`src/hdl/pft_pkg.sv`:
```
package pft_pkg;

  localparam int FRAC_BITS = 16;
  localparam int DATA_W    = 32;
  localparam int PROD_W    = 2 * DATA_W;
  localparam int ADDR_W    = 4;
  localparam int PDATA_W   = 32;
  localparam int DIV_STEPS = DATA_W;
  localparam int FRONT_STAGES = 5;
  // front stages + one register per quotient bit + output register
  localparam int PIPE_LAT  = FRONT_STAGES + DIV_STEPS + 1;

  localparam logic [DATA_W-1:0] FIX_ONE = DATA_W'(1) << FRAC_BITS;
  localparam logic [DATA_W-1:0] S_MAX   = {1'b0, {(DATA_W-1){1'b1}}};
  localparam logic [DATA_W-1:0] S_MIN   = {1'b1, {(DATA_W-1){1'b0}}};

  typedef enum logic [1:0] {
    OP_PRODUCT     = 2'd0,
    OP_ABS_DIFF    = 2'd1,
    OP_SUM         = 2'd2,
    OP_SIGNED_DIFF = 2'd3
  } op_t;

  typedef enum logic [1:0] {
    REG_OPERATION = 2'd0,
    REG_REFERENCE = 2'd1,
    REG_MEAN      = 2'd2,
    REG_SCALE     = 2'd3
  } reg_idx_t;

  typedef struct packed {
    op_t               op;
    logic [DATA_W-1:0] reference;
    logic [DATA_W-1:0] mean;
    logic              div_neg;
    logic [DATA_W-1:0] div_mag;
  } cfg_t;

  // one step of the quotient pipeline: partial remainder, and the
  // dividend bits still to shift in sharing a register with the quotient
  typedef struct packed {
    logic              used_ref;
    logic              neg;
    logic              ovf;
    logic [DATA_W-1:0] rem;
    logic [DATA_W-1:0] nq;
  } div_stage_t;

endpackage

```
`src/hdl/pft_div.sv`:
```
module pft_div (
  input  logic                        clk,
  input  logic                        rst,
  input  pft_pkg::cfg_t               cfg,
  input  logic                        in_valid,
  input  pft_pkg::div_stage_t         in_stage,
  output logic                        done,
  output logic [pft_pkg::DATA_W-1:0]  feature_value,
  output logic                        used_reference,
  output logic                        saturated
);

  localparam int W = pft_pkg::DATA_W;
  localparam int N = pft_pkg::DIV_STEPS;

  logic                vld [N+1];
  pft_pkg::div_stage_t st  [N+1];

  assign vld[0] = in_valid;
  assign st[0]  = in_stage;

  // restoring division, one quotient bit per stage
  for (genvar i = 0; i < N; i++) begin : g_step
    logic [W:0] r2;
    logic       take;

    assign r2   = {st[i].rem, st[i].nq[W-1]};
    assign take = (r2 >= {1'b0, cfg.div_mag});

    always_ff @(posedge clk) begin
      if (rst) begin
        vld[i+1] <= 1'b0;
      end else begin
        vld[i+1] <= vld[i];
      end
      st[i+1].used_ref <= st[i].used_ref;
      st[i+1].neg      <= st[i].neg;
      st[i+1].ovf      <= st[i].ovf;
      st[i+1].rem      <= take ? W'(r2 - {1'b0, cfg.div_mag}) : r2[W-1:0];
      st[i+1].nq       <= {st[i].nq[W-2:0], take};
    end
  end

  // apply sign, clip to range
  logic [W-1:0] qmag;
  logic [W-1:0] q_val;
  logic         q_sat;

  assign qmag = st[N].nq;

  always_comb begin
    q_sat = 1'b0;
    q_val = qmag;
    if (st[N].neg) begin
      if (st[N].ovf || (qmag[W-1] && |qmag[W-2:0])) begin
        q_sat = 1'b1;
        q_val = pft_pkg::S_MIN;
      end else begin
        q_val = ~qmag + W'(1);
      end
    end else if (st[N].ovf || qmag[W-1]) begin
      q_sat = 1'b1;
      q_val = pft_pkg::S_MAX;
    end
  end

  always_ff @(posedge clk) begin
    if (rst) begin
      done <= 1'b0;
    end else begin
      done <= vld[N];
    end
    feature_value  <= q_val;
    used_reference <= st[N].used_ref;
    saturated      <= q_sat;
  end

endmodule

```
`config.mk`:
```
export PLATFORM = sky130hd
export DESIGN_NAME = pft_div
export DESIGN_NICKNAME = d
export VERILOG_FILES = /design/src/hdl/pft_pkg.sv /design/src/hdl/pft_div.sv
export SDC_FILE = /design/constraint.sdc
export NUM_CORES = 2
export LEC_CHECK = 0
export BUFFER_PORTS_ARGS = -buffer_cell sky130_fd_sc_hd__buf_2
export CAP_MARGIN = 20
export CORE_ASPECT_RATIO = 2
export CORE_MARGIN = 2
export CORE_UTILIZATION = 45
export DETAILED_ROUTE_END_ITERATION = 10
export HOLD_SLACK_MARGIN = 0.06
export SETUP_SLACK_MARGIN = 0.15
export SYNTH_ARGS = -nofsm -noshare
export SYNTH_HDL_FRONTEND = slang
export SYNTH_SLANG_ARGS = --single-unit
```
`constraint.sdc`:
```
create_clock -name clk -period 4.6 [get_ports clk]
set_input_delay 1.15 -clock clk [delete_from_list [all_inputs] [get_ports clk]]
set_output_delay 1.15 -clock clk [all_outputs]
set_load 0.02 [all_outputs]
```
==> impl_metrics.ini <==
[outcome]
outcome = complete, no violations

[pwr]
power_leakage_nw = 59.0
p_int_mw = 68.4
switchingPower_mw = 46.8
total_power_mw = 115
pwr-share-comb_pct = 56.9
cellPowerDensity_mw_per_mm2 = 885
ir_drop_mv = 0.450
clkPwrFrac_pct = 15.3
switching_share_pct = 40.6
pwr-share-seq_pct = 27.8

[cells_and_area]
regArea_mm2 = 0.0436
num-fill-cells = 20900
multi_input_area_mm2 = 0.0599
nets = 14000
drive_gt1_share_pct = 20.6
area_growth_pct = 23.5
final_util_pct = 55.8

[synthesis]
synth_top_area_share_pct = 41.4
ys_seq_area_share_pct = 41.4
ys_types = 98
synth-seq-cells = 2179
yosysTopAreaCell = dfxtp_1
netlist_area_mm2 = 0.105
synth_edf_count = 0
netlist_top_cells_area = dfxtp_1 (41%), ha_1 (12%), a21oi_1 (4.9%)
syn_area_per_cell_um2 = 9.44
syn_nets = 12400
syn_inst = 11200
async_flop_share_pct = 0
yosys_warnings = 0
synthFlopType = dfxtp_1

[worst_setup_path]
r2r_cells = 12
crit_fanout = 12
cp-startpoint = cfg[0]
endpoint_kind = flip-flop
crit_type = in -> reg
required_ps = 5360
start_kind = input port
r2r_slack_ps = 580
r2r_start = qmag[0]
cp.arrival_ps = 5090
r2r-end = feature_value[13]

[sta]
worst_slew_pin_slew_ps = 1110
slew_headroom_pct = 26.1
fmax_ghz = 0.231
skew_ps = 61.1
hold_violations = 0
grt_setup_unrepaired = false
tns_ps = 0
finalSetupViolations = 0
postLayoutSetupSlackWorst_ps = 268
finalCritPeriodShare_pct = 94.2
min_period_ps = 4330
drv_slew = 0

[routing]
vias = 89400
drc = 0
wl_um = 365000
antenna_left = 0
firstDrtPassIters = 6
first_iter_violations = 4538
wire_per_inst_um = 22.6
viasPerCell = 5.55

[placed_design]
gp_congestion = 0.989
portBuffers = 136
dp_hpwl_um = 292000
pre_cts_slack_ps = -621

[global_routing]
antenna_found_initial = 23
grt_overflow = 0
grt_max_degree = 48
track_usage_pct = 29.9
grt_pass1_wl_um = 539000
grt_pass1_vias = 92900

[clock_network]
cts-root-buf = clkbuf_16
cts.sinks = 2179
path_clk_slew_ps = 70
cts_buffers = 204
cts_buffer_depth = 4
clock_latency_ps = 890
cts_tree = yes
htreeDepth = 4

[flow_run]
cap_violations = 0

[min_path]
min_to = st[1948]
hp-class = reg -> reg
holdCritStartpoint = st[2014]
whs_path_depth = 0

[die]
dieWidth_um = 346
num_rows = 251
io_pins = 204
die_height_um = 688
coreArea_mm2 = 0.233
dieArea_mm2 = 0.238
floorplan.initialDensity_pct = 45.1
## worst max path at each step
stage / to
floorplan: g_step[26].r2[10]
global placement: g_step[21].r2[18]
detailed placement: g_step[10].r2[5]
CTS: g_step[10].r2[5]
global route: g_step[12].r2[31]
finish: g_step[10].r2[5]
## power groups by stage
| stage | registers, mW | clock network, mW | logic, mW |
|---|---|---|---|
| CTS | 32.0 | 18.1 | 65.2 |
| finish | 32.0 | 17.7 | 65.4 |
| global placement | 32.3 | 0 | 63.8 |
| floorplan | 29.3 | 0 | 41.7 |
| global route | 32.5 | 18.8 | 71.5 |
| detailed placement | 32.3 | 0 | 64.7 |
## kinds of logic (layout without fill, tap and decap cells)
kind of cell | count (synthesis) | in the layout | share of synthesized area, %
buffers and inverters | 636 | 2452 | 2.36
xor gates and xnor gates | 844 | 844 | 7.02
other | 0 | 103 | 0
AOI/OAI and AO/OA | 3350 | 3350 | 19.8
adders and majority gates | 1056 | 1056 | 12.8
DFF | 2179 | 2179 | 41.4
muxes | 430 | 430 | 4.65
and+or+nand+nor | 2661 | 2661 | 12.0
## layer usage
metal  part of all wire (%)  GRT usage, %  up-vias
li1                       -             -    43600
met1                     33          26.6    42200
met2                     51          55.8     2287
met3                    3.4          3.60     1237
met4                     12          31.6        8
met5                  0.018             0        -
## final cells by class
class | count | share of cell area, %
timing repair buffer | 1752 | 10.9
inverter | 333 | 0.998
clock buffer | 245 | 4.25
sequential | 2179 | 33.5
clock inverter | 122 | 1.11
multi-input combinational | 8341 | 46.1
tap | 3036 | 2.92
antenna | 103 | 0.198
## cell usage after synthesis, drive strengths merged, types with 181 or more instances
library cell and n:
xor2 336, a21o 515, mux2 394, dfxtp 2179, nand3 181, a21oi 1033, inv 333, xnor2 508
nand2 904, o21ai 862, nor2b 192, nor2 622, ha 1025, clkbuf 252
## sequential cells by signal, indices dropped and copies added (netlist names)
signal,cells
st,1057
used_reference,1
vld,32
saturated,1
feature_value,32
g_step.r2,1023
qmag,32
done,1
## worst max-delay path, cell delays in order
cell      delay [ps]
buf_2            370
buf_12           210
ha_1             350
nor2b_1           90
o21a_1           200
o21ai_1          190
a21oi_1          140
nor4b_2          370
nor4_1           120
o31ai_1          590
o21ai_0          190
buf_4            210
a211oi_4         300
buf_12           180
mux2_2           350
## per-stage QoR
step           instance area (µm²)  instances  hold slack, ps
6_report                    130000      16100             302
2_1_floorplan               106000      11200             310
3_5_place_dp                123000      15600             312
4_1_cts                     130000      16000             289
5_1_grt                     130000      16100             303
3_3_place_gp                123000      15600             309
## cells in the final DEF, fill, tap and decap left out, types with 130 or more instances in the layout
| cell | instances |
|---|---|
| mux2_2 | 323 |
| nor3_1 | 130 |
| xnor2_1 | 508 |
| a21oi_1 | 1026 |
| ha_1 | 1007 |
| nor2b_1 | 187 |
| a21o_1 | 514 |
| o21ai_0 | 845 |
| nand4_1 | 161 |
| o21a_1 | 130 |
| nand3_1 | 181 |
| xor2_1 | 336 |
| inv_1 | 301 |
| clkbuf_16 | 206 |
| buf_4 | 1506 |
| o21bai_1 | 132 |
| nor2_1 | 621 |
| dfxtp_1 | 2179 |
| nand2_1 | 902 |
| buf_2 | 135 |
## what timing repair did
item	4_1_cts	5_1_grt
hold endpoints to repair	0	0
gates resized for setup	0	2
setup buffers	0	0
hold buffers	0	0
setup endpoints to repair	0	2
(Power assumes the default switching activity.)
