<file path="config.mk">
export PLATFORM = sky130hd
export DESIGN_NAME = pft_cfg
export DESIGN_NICKNAME = d
export VERILOG_FILES = /design/src/hdl/pft_pkg.sv /design/src/hdl/pft_cfg.sv
export SDC_FILE = /design/constraint.sdc
export NUM_CORES = 1
export LEC_CHECK = 0
export BUFFER_PORTS_ARGS = -buffer_cell sky130_fd_sc_hd__buf_2
export CORE_MARGIN = 1.5
export CORE_UTILIZATION = 40
export DETAILED_ROUTE_END_ITERATION = 12
export GPL_TIMING_DRIVEN = 0
export REMOVE_ABC_BUFFERS = 1
export SLEW_MARGIN = 20
export SYNTH_ARGS = -nofsm -noshare
export SYNTH_HDL_FRONTEND = slang
export SYNTH_SLANG_ARGS = --single-unit
</file>
<file path="constraint.sdc">
create_clock -name clk -period 2.77 [get_ports clk]
set_input_delay 0.554 -clock clk [delete_from_list [all_inputs] [get_ports clk]]
set_output_delay 0.554 -clock clk [all_outputs]
set_load 0.05 [all_outputs]
</file>
<file path="src/hdl/pft_pkg.sv">
package pft_pkg;

  localparam int FRAC_BITS = 16;
  localparam int DATA_W    = 32;
  localparam int PROD_W    = 2 * DATA_W;
  localparam int ADDR_W    = 4;
  localparam int PDATA_W   = 32;
  localparam int DIV_STEPS = DATA_W;
  localparam int FRONT_STAGES = 5;
  // front stages + one register per quotient bit + output register
  localparam int PIPE_LAT  = FRONT_STAGES + DIV_STEPS + 1;

  localparam logic [DATA_W-1:0] FIX_ONE = DATA_W'(1) << FRAC_BITS;
  localparam logic [DATA_W-1:0] S_MAX   = {1'b0, {(DATA_W-1){1'b1}}};
  localparam logic [DATA_W-1:0] S_MIN   = {1'b1, {(DATA_W-1){1'b0}}};

  typedef enum logic [1:0] {
    OP_PRODUCT     = 2'd0,
    OP_ABS_DIFF    = 2'd1,
    OP_SUM         = 2'd2,
    OP_SIGNED_DIFF = 2'd3
  } op_t;

  typedef enum logic [1:0] {
    REG_OPERATION = 2'd0,
    REG_REFERENCE = 2'd1,
    REG_MEAN      = 2'd2,
    REG_SCALE     = 2'd3
  } reg_idx_t;

  typedef struct packed {
    op_t               op;
    logic [DATA_W-1:0] reference;
    logic [DATA_W-1:0] mean;
    logic              div_neg;
    logic [DATA_W-1:0] div_mag;
  } cfg_t;

  // one step of the quotient pipeline: partial remainder, and the
  // dividend bits still to shift in sharing a register with the quotient
  typedef struct packed {
    logic              used_ref;
    logic              neg;
    logic              ovf;
    logic [DATA_W-1:0] rem;
    logic [DATA_W-1:0] nq;
  } div_stage_t;

endpackage

</file>
<file path="src/hdl/pft_cfg.sv">
module pft_cfg (
  input  logic                         clk,
  input  logic                         rst,
  input  logic                         psel,
  input  logic                         penable,
  input  logic                         pwrite,
  input  logic [pft_pkg::ADDR_W-1:0]   paddr,
  input  logic [pft_pkg::PDATA_W-1:0]  pwdata,
  output logic [pft_pkg::PDATA_W-1:0]  prdata,
  output logic                         pready,
  output pft_pkg::cfg_t                cfg
);

  pft_pkg::op_t                    operation;
  logic [pft_pkg::DATA_W-1:0]      reference_value;
  logic [pft_pkg::DATA_W-1:0]      mean_value;
  logic [pft_pkg::DATA_W-1:0]      scale_value;
  logic [pft_pkg::DATA_W-1:0]      div_mag;
  logic                            div_neg;
  pft_pkg::reg_idx_t               idx;
  logic                            wr;

  assign pready = 1'b1;
  assign idx    = pft_pkg::reg_idx_t'(paddr[pft_pkg::ADDR_W-1:2]);
  assign wr     = psel && penable && pwrite && pready;

  always_ff @(posedge clk) begin
    if (rst) begin
      operation       <= pft_pkg::OP_PRODUCT;
      reference_value <= '0;
      mean_value      <= '0;
      scale_value     <= pft_pkg::FIX_ONE;
    end else if (wr) begin
      case (idx)
        pft_pkg::REG_OPERATION: operation       <= pft_pkg::op_t'(pwdata[1:0]);
        pft_pkg::REG_REFERENCE: reference_value <= pwdata[pft_pkg::DATA_W-1:0];
        pft_pkg::REG_MEAN:      mean_value      <= pwdata[pft_pkg::DATA_W-1:0];
        pft_pkg::REG_SCALE:     scale_value     <= pwdata[pft_pkg::DATA_W-1:0];
        default: ;
      endcase
    end
  end

  // divisor magnitude and sign, zero scale taken as 1.0
  always_ff @(posedge clk) begin
    if (rst) begin
      div_mag <= pft_pkg::FIX_ONE;
      div_neg <= 1'b0;
    end else if (scale_value == '0) begin
      div_mag <= pft_pkg::FIX_ONE;
      div_neg <= 1'b0;
    end else begin
      div_mag <= scale_value[pft_pkg::DATA_W-1] ? (~scale_value + pft_pkg::DATA_W'(1))
                                                : scale_value;
      div_neg <= scale_value[pft_pkg::DATA_W-1];
    end
  end

  always_comb begin
    prdata = '0;
    case (idx)
      pft_pkg::REG_OPERATION: prdata = pft_pkg::PDATA_W'(operation);
      pft_pkg::REG_REFERENCE: prdata = pft_pkg::PDATA_W'(reference_value);
      pft_pkg::REG_MEAN:      prdata = pft_pkg::PDATA_W'(mean_value);
      pft_pkg::REG_SCALE:     prdata = pft_pkg::PDATA_W'(scale_value);
      default:                prdata = '0;
    endcase
  end

  assign cfg.op        = operation;
  assign cfg.reference = reference_value;
  assign cfg.mean      = mean_value;
  assign cfg.div_neg   = div_neg;
  assign cfg.div_mag   = div_mag;

endmodule

</file>
==> results of run 1 <==
## per-stage QoR
step           area [µm²]  hold slack [ns]
3_5_place_dp         6760            0.462
3_3_place_gp         6620            0.450
4_1_cts              7430            0.360
6_report             7450            0.380
5_1_grt              7450            0.385
2_1_floorplan        5550            0.448
## area by class of cell
cell class	count	share of cell area
Clock buffer	23	0.0628
Clock inverter	9	0.0237
Inverter	5	0.00252
Multi-Input combinational cell	508	0.395
Sequential cell	131	0.352
Tap cell	180	0.0302
Timing Repair Buffer	178	0.133
## path summary, 6_finish.rpt
kind / from / endpoint / slack (ns) / depth (start not counted)
max: paddr[3] / prdata[0] / 0.16 / 3
min: pwdata[16] / scale_value[16] / 0.38 / 3
max reg2reg: scale_value[6] / div_mag[17] / 0.20 / 4
min reg2reg: mean_value[20] / mean_value[20] / 0.47 / 2
## synth_stat cells, drive strengths merged, types with 2 or more instances
cell    number  area share
mux4         2      0.0078
xor2         9       0.014
nor4         7      0.0076
mux2i        3      0.0052
nor2        31       0.020
and3         3      0.0032
nor2b       17       0.018
a31oi        3      0.0032
or4          9       0.012
o31ai        7      0.0091
a22o        30       0.045
nand2      196        0.13
inv          5      0.0032
or3          5      0.0054
nand3        4      0.0035
clkbuf      44       0.029
buf         15       0.013
a21oi      102       0.088
nor3         7      0.0061
o21ai        8      0.0069
mux2        46       0.090
dfxtp      131        0.45
o41ai        6       0.012
## power groups by stage
stage | clock network (mW) | logic [mW] | registers (mW)
after floorplan | 0 | 0.130 | 2.03
after global placement | 0 | 0.338 | 1.97
after detailed placement | 0 | 0.354 | 1.97
after global routing | 2.58 | 0.390 | 1.93
final | 2.45 | 0.362 | 1.93
after CTS | 2.50 | 0.360 | 1.93
## worst register-to-register path: stages, from the launching register on
cell     delay (ns)
dfxtp_1        0.37
or4_1          0.74
or4_1          0.65
o41ai_1        0.32
mux2_2         0.37
## flip-flops by register name, indices dropped and copies added, names as in the netlist
register / count
div_mag: 32
div_neg: 1
mean_value: 32
operation: 2
reference_value: 32
scale_value: 32
## timing repair
action / 4_1_cts / 5_1_grt
pin swaps: 0 / 0
setup endpoints to repair: 30 / 9
resized for setup: 1 / 4
setup buffers: 2 / 0
## per-layer routing
metal,track usage,wire (µm),share of wire
met5,0,0,0
met4,0.0841,320,0.019
met3,0.0503,999,0.058
met2,0.390,8340,0.49
met1,0.275,7430,0.43
## cells by family (layout without fill, tap and decap cells)
kind of cell / Yosys count / after routing / synth area share
compound gates: 160 / 160 / 0.171
xor+xnor: 9 / 9 / 0.0136
fa+ha+maj: 1 / 1 / 0.00216
buf+inv: 64 / 215 / 0.0443
flops: 131 / 131 / 0.453
mux: 51 / 51 / 0.103
other cells: 1 / 1 / 0.000648
simple gates: 286 / 286 / 0.213
==> results.md, run 1 <==
* Status: finished clean
* EDFF count, synth at 0
* Antenna violation net count after detailed routing at 0
* Final Hold Fails at 0
* Peak supply drop at around 0.00036 V
* CP Launch Type: input port
* Tot Pwr at about 4.7 mW
* Mean Syn Cell Area at about 8 µm²
* Chip height at 123 µm
* Leak at around 3.3 nW
* Initial Utilization at 0.414
* Rows at 43
* Number of global-route vias before repair at just over 5000
* DP Cell Count at 1000
* Min-delay worst type: in -> reg
* Clk root buf: clkbuf_16
* Worst-path cell chain: buf_2, mux4_2, buf_2
* CP required at between 2 and 2.5 ns
* Io pins at between 150 and 200
* Yosys reg bits at between 100 and 150
* Placed wire-length estimate at 11.2 mm
* RSZ-0062 raised after global routing: false
* Setup TNS at 0 ns
* Die Wd at roughly 120 µm
* Clk_lat worst skew at between 0.4 and 0.5 ns
* Register share of total power at 0.407
* Setup Viol. Count Final at 0
* Clock Power Share at 0.517
* Skew final at 0.0127 ns
* Initial antenna violation count at 0
* Commonest non-fill, non-tap cell in the layout: nand2_1
* Sw frac at 0.229
* Final GP Congestion at between 0.7 and 0.8
* Htree depth at 4
* Slew margin rel. at 0.411
* CP Class: in -> out
* Die area at about 15000 µm²
* CP endpoint kind: output pin
* Post-synthesis cell area at slightly below 6000 µm²
* Combinational group share of total power at 0.076
* DP Worst Slack at -0.413 ns
* MaxCap Viol Count at 0
* Layout cells sized above 1 at 0.315
* Finished Layout Cells at 1034
* IO Port Bufs at 169
* Clk sinks at 131
* First-pass GRT wire length at 26.3 mm
* Pwr dens at 637 nW/µm²
* Largest net degree at the start of global routing at 109
* Gr usage total at 0.226
* Worst-Margin Slew at a little under 0.9 ns
* Multi-input gate area at between 2000 and 3000 µm²
* Vias/cell at 5.27
* Internal power at around 3.7 mW
* Most used DFF post-synth: dfxtp_1
* Finished Core Util at 0.532
* Clock transition at the registers of the reported paths at about 0.06 ns
* Crit path max fanout at 38
* Vias at around 5500
* Grt ovf at 0
* TritonCTS Buffers at 17
* Area grow syn2layout at 28.7%
* Total area of sequential cells at roughly 2600 µm²
* DRC Markers at 0
* CP top delay family: buffers and inverters
* Slew Limit Fails at 0
* CP max stage delay at ~0.67 ns
* Switch Pwr at 1.09 mW
* Count of different cell masters after synthesis at just over 40
* Sequential fraction of the synthesis area at 0.453
* Max Fclk at 383 MHz
* Layout fillers at ~1400
* # hold bufs at CTS at 0
* Synth warn at 0
* Slowest CP cell: buf_2
* Final Cycle Share at 0.941
* Antenna cells at 0
* Cell repeated most along the worst path: buf_2
* Post-route setup slack at approximately 0.16 ns
* Routed length per instance at around 17 µm
* Iter 0 DRT Violations at approximately 260
* Tmin final at approximately 2.6 ns
* Core area at 14000 µm²
* Async set or reset register ratio after synthesis at 0
* CP Buf/Inv Count at 2
* Pre-antenna DRT Iters at 5
* Most frequent cells in the layout: 195 x nand2_1, 167 x buf_2, 130 x dfxtp_1
* Final WL at 17.1 mm
* CTS tree: yes
* Nets at 883
* Clk buf depth at 2
* Synth Instances at about 700
* CP arrival at about 2.1 ns
Note: power is estimated with default switching activity, not from simulation.
==> run 2, diff against run 1 <==
REMOVE_ABC_BUFFERS = unset   (was 1)
==> run 2 against run 1 <==
Effect of this change:
- die area stayed put
- sequential share of layout area is 0.40 points higher
- highest routed layer unchanged
- utilization is 0.62 points lower
- register-to-register slack hardly changed
- worst hold slack better by 0.021 ns
==> results.md, run 2 (synthesis gave the netlist of run 1 again) <==
* Worst-path cell chain: buf_2, nor2b_1, clkbuf_1, a22o_1, buf_2
* Final Hold Fails at 0
* TritonCTS Buffers at 17
* Pre-antenna DRT Iters at 5
* Clk_lat worst skew at 0.42 ns
* Number of global-route vias before repair at around 5400
* Routed length per instance at between 15 and 20 µm
* Status: finished clean
* Combinational group share of total power at 0.091
* CTS tree: yes
* Clk sinks at between 100 and 150
* Setup TNS at 0 ns
* Gr usage total at 0.269
* RSZ-0062 raised after global routing: false
* Commonest non-fill, non-tap cell in the layout: nand2_1
* Pwr dens at ~580 nW/µm²
* Max Fclk at around 380 MHz
* Most frequent cells in the layout: 196 x nand2_1, 170 x buf_2, 131 x dfxtp_1
* CP max stage delay at between 0.5 and 0.6 ns
* Final Cycle Share at 0.946
* Tmin final at approximately 2.6 ns
* Register share of total power at 0.455
* Final WL at 20.2 mm
* Multi-input gate area at a little under 3000 µm²
* Slowest CP cell: clkbuf_1
* Setup Viol. Count Final at 0
* Layout cells sized above 1 at 0.280
* Skew final at around 0.0052 ns
* Iter 0 DRT Violations at roughly 560
* Hold WS at approximately 0.40 ns
* Area grow syn2layout at 27.2%
* CP Launch Type: input port
* Final GP Congestion at slightly below 0.9
* Levels on crit path at 5
* CP Buf/Inv Count at 3
* Internal power at roughly 3.2 mW
* # hold bufs at CTS at 0
* Die area at about 15000 µm²
* CP arrival at 2.07 ns
* CP endpoint kind: output pin
* Htree depth at 4
* Die Wd at 123 µm
* Antenna violation net count after detailed routing at 0
* Clk root buf: clkbuf_16
* Layout fillers at 1363
* Syn Nets at between 700 and 800
* Rows at 43
* Vias at between 5000 and 6000
* Vias/cell at roughly 5.5
* Grt ovf at 0
* Worst hold stages at 3
* Cell repeated most along the worst path: buf_2
* Initial Utilization at 0.414
* Chip height at between 100 and 150 µm
* Slew margin rel. at 0.381
* Leak at 3.21 nW
* Clk buf depth at 2
* Placed wire-length estimate at roughly 15 mm
* Clock transition at the registers of the reported paths at roughly 0.050 ns
* Worst Reg-to-Reg Cells at 5
* MaxCap Viol Count at 0
* First-pass GRT wire length at 30.2 mm
* DRC Markers at 0
* Largest net degree at the start of global routing at 17
* Io pins at between 150 and 200
* CP Class: in -> out
* Peak supply drop at a little over 0.0004 V
* Crit path max fanout at 10
* Min-delay worst type: in -> reg
* Clock Power Share at 0.454
* Nets at approximately 930
* Initial antenna violation count at 1
* IO Port Bufs at approximately 170
* Sw frac at 0.250
* Worst-Margin Slew at 0.920 ns
* CP top delay family: buffers and inverters
* Total area of sequential cells at roughly 2600 µm²
* Post-CTS Setup Inserts at 0
* CP required at 2.22 ns
* Slew Limit Fails at 0
* Core area at around 14000 µm²
* Switch Pwr at 1.06 mW
run 2: cell count changes in the layout (fill, tap and decap cells not counted), moves of 2 or more:
cell and change:
clkbuf_1 +45, clkbuf_2 +4, buf_8 -2, bufinv_16 -5, clkinv_2 -2, buf_4 -2, buf_1 +8, buf_16 -2
buf_2 +3
run 2: what timing repair did:
action                                 4_1_cts  5_1_grt
gates resized for setup                      5        8
endpoints found under the hold margin        0        0
cloned                                       0        0
setup endpoints to repair                   29       25
run 2: power groups by stage:
stage	clock network (mW)	registers [mW]	logic, mW
CTS	1.95	1.93	0.381
finish	1.93	1.93	0.388
detailed placement	0	1.97	0.379
global placement	0	1.97	0.377
global route	2.03	1.93	0.413
floorplan	0	2.02	0.184
run 2: area by class of cell:
cell class	count	share of cell area
clock buffer	28	0.0661
buffer	59	0.0342
antenna	1	0.000340
inverter	5	0.00255
sequential	131	0.356
timing repair buffer	168	0.114
multi-input combinational	508	0.396
tap	180	0.0306
run 2: metrics by stage:
stage | total power, mW | area [µm²] | worst slack, ns | std cells | util
finish | 4.25 | 7360 | 0.149 | 1080 | 0.526
global route | 4.37 | 7360 | 0.000791 | 1079 | 0.526
CTS | 4.26 | 7350 | -0.000807 | 1079 | 0.525
detailed placement | 2.35 | 6850 | -0.310 | 1051 | 0.490
global placement | 2.35 | 6850 | -0.308 | 1051 | 0.490
floorplan | 2.21 | 5790 | 0.320 | 703 | -
run 2: path summary, 6_finish.rpt:
check / from / to / slack [ns]
worst max-delay path: paddr[2] / prdata[15] / 0.15
worst max register to register: scale_value[6] / div_mag[21] / 0.20
worst min register to register: reference_value[23] / reference_value[23] / 0.47
worst min-delay path: pwdata[28] / scale_value[28] / 0.40
run 2: worst register-to-register path, delay by kind of cell (launching register included):
kind	cells	cell delay, ns
compound gates	1	0.34
mux	1	0.37
simple gates	2	1.16
buf+inv	1	0.18
flops	1	0.41
run 2: per-layer routing:
metal | vias to the layer above | part of all wire | global-route usage
met5 | - | 0 | 0
met4 | 0 | 0.019 | 0.0977
met3 | 30 | 0.076 | 0.0503
met2 | 266 | 0.47 | 0.430
met1 | 2814 | 0.44 | 0.364
li1 | 2787 | - | -
==> run 3, diff against run 2 <==
RECOVER_POWER = 50   (was unset)
==> run 3 against run 2 <==
Effect of this change:
- worst setup slack got worse by 0.022 ns
- wire length increased by 0.34%
- register-to-register slack about the same
- clock-buffer cell count unchanged
- non-clock buffer count unchanged
- sequential cell count unchanged
- die area unchanged
- via count about the same
- global-route usage unchanged
- sequential share of layout area increased by 0.62 points
- critical path depth unchanged
==> results.md, run 3 (synthesis gave the netlist of run 1 again) <==
* Status: finished clean
* MaxCap Viol Count at 0
* Number of global-route vias before repair at approximately 5400
* Commonest non-fill, non-tap cell in the layout: nand2_1
* DP Worst Slack at -0.310 ns
* Pre-antenna DRT Iters at 5
* Tmin final at 2.64 ns
* CP max stage delay at about 0.52 ns
* Hold WS at around 0.40 ns
* Tot Pwr at approximately 4.2 mW
* Layout cells sized above 1 at 0.170
* TritonCTS Buffers at 17
* Routed length per instance at 18.7 µm
* CP required at ~2.2 ns
* Met2 wire length at ~9.5 mm
* Io pins at between 150 and 200
* CP Launch Type: input port
* Layout fillers at about 1400
* DP Cell Count at 1051
* IO Port Bufs at approximately 170
* Largest net degree at the start of global routing at 17
* Finished Layout Cells at approximately 1100
* Slowest CP cell: buf_1
* Worst-path cell chain: buf_2, clkbuf_1, buf_1, a22o_1, buf_2
* CP Buf/Inv Count at 4
* Area grow syn2layout at 25.0%
* Final Hold Fails at 0
* Skew final at ~0.0052 ns
* Core area at 14000 µm²
* Vias at around 5900
* Grt ovf at 0
* Setup Viol. Count Final at 0
* Switch Pwr at 1.06 mW
* Final GP Congestion at roughly 0.9
* Die area at ~15000 µm²
* Gr usage total at 0.269
* WL met1 at roughly 9 mm
* Combinational group share of total power at 0.090
* Final Cycle Share at 0.954
* Pwr dens at 586 nW/µm²
* Antenna cells at 0
* Setup TNS at 0 ns
* CP top delay family: buffers and inverters
* Worst setup path start: paddr[3]
* Finished Core Util at 0.517
* DRC Markers at 0
* Clk root buf: clkbuf_16
* CP Class: in -> out
* Nets at 932
* Hold Path Sink: reference_value[28]
* Register share of total power at 0.456
* Detail Route met3 WL at 1.37 mm
* Post-route cell area at just over 7000 µm²
* Slew Limit Fails at 0
* Most frequent cells in the layout: 196 x nand2_1, 150 x clkbuf_1, 131 x dfxtp_1
* Worst hold stages at 3
* Top routing layer in use: met4
* Clock transition at the registers of the reported paths at roughly 0.050 ns
* Worst-Margin Slew at a little over 0.9 ns
* Post-route setup slack at between 0.1 and 0.15 ns
* Internal power at ~3.2 mW
* Chip height at roughly 120 µm
* Antenna violation net count after detailed routing at 0
* Initial Utilization at 0.414
* CP endpoint kind: output pin
* Final WL at about 20 mm
* Htree depth at 4
* Die Wd at roughly 120 µm
* Worst flop-to-flop path startpoint: scale_value[6]
* Rows at 43
* First-pass GRT wire length at between 30 and 40 mm
* Min-delay worst type: in -> reg
* Peak supply drop at a little over 0.0004 V
* CP arrival at 2.09 ns
* Slew margin rel. at 0.372
* Crit path max fanout at 10
* HP Start: pwdata[28]
* Area after DPL at 6850 µm²
* RSZ-0062 raised after global routing: false
* Worst Reg-to-Reg Cells at 5
* Sw frac at 0.250
* CTS tree: yes
* R2r endpoint: div_mag[21]
* Syn Nets at approximately 750
* Vias/cell at roughly 5.5
* Max Fclk at around 380 MHz
* Clock Power Share at 0.454
* Clk buf depth at 2
* Placed wire-length estimate at ~15 mm
* Cell repeated most along the worst path: buf_2
* Initial antenna violation count at 1
* Leak at 2.78 nW
* R2R setup slack at between 0.15 and 0.2 ns
* Clk sinks at between 100 and 150
* Iter 0 DRT Violations at roughly 530
* Clk_lat worst skew at around 0.42 ns
-- run 3: cell types whose count changed in the layout (fill, tap and decap cells not counted) --
cell	before	now
buf_1	8	6
buf_2	170	71
clkbuf_1	49	150
diode_2	1	0
-- run 3: final cells by class --
cell class                      instances  area [µm²]  area share
Clock buffer                           28         487      0.0673
Buffer                                 59         251      0.0348
Multi-Input combinational cell        508        2910       0.403
Inverter                                5        18.8     0.00259
Timing Repair Buffer                  168         717      0.0991
Tap cell                              180         225      0.0311
Sequential cell                       131        2620       0.363
-- run 3: power groups by stage --
stage	sequential, mW	combinational [mW]	clock, mW
after floorplan	2.02	0.184	0
after global placement	1.97	0.377	0
after detailed placement	1.97	0.379	0
after CTS	1.93	0.381	1.95
after global routing	1.93	0.408	2.03
final	1.93	0.384	1.92
-- run 3: worst max-delay path by stage --
stage / slack [ns] / cells after the start / to
floorplan: 0.32 / 4 / prdata[10]
global placement: -0.31 / 6 / prdata[13]
detailed placement: -0.31 / 6 / prdata[16]
CTS: -0.0008 / 6 / prdata[13]
global route: 0.0008 / 5 / prdata[15]
finish: 0.13 / 5 / prdata[14]
-- run 3: worst reg2reg max path, stage by stage, from the launching register on --
cell	delay, ns
dfxtp_1	0.41
or4_1	0.54
buf_2	0.18
or4_1	0.63
o31ai_1	0.34
mux2_2	0.37
-- run 3: layer usage --
metal  vias to the layer above  global-route usage
li1                       2790                   -
met1                      2816               0.364
met2                       263               0.430
met3                        24              0.0503
met4                         0              0.0977
met5                         -                   0
-- run 3: repair_timing --
item,in CTS,in global routing
resized for setup,5,8
buffers inserted,0,0
hold buffers,0,0
endpoints found under the setup margin,29,25
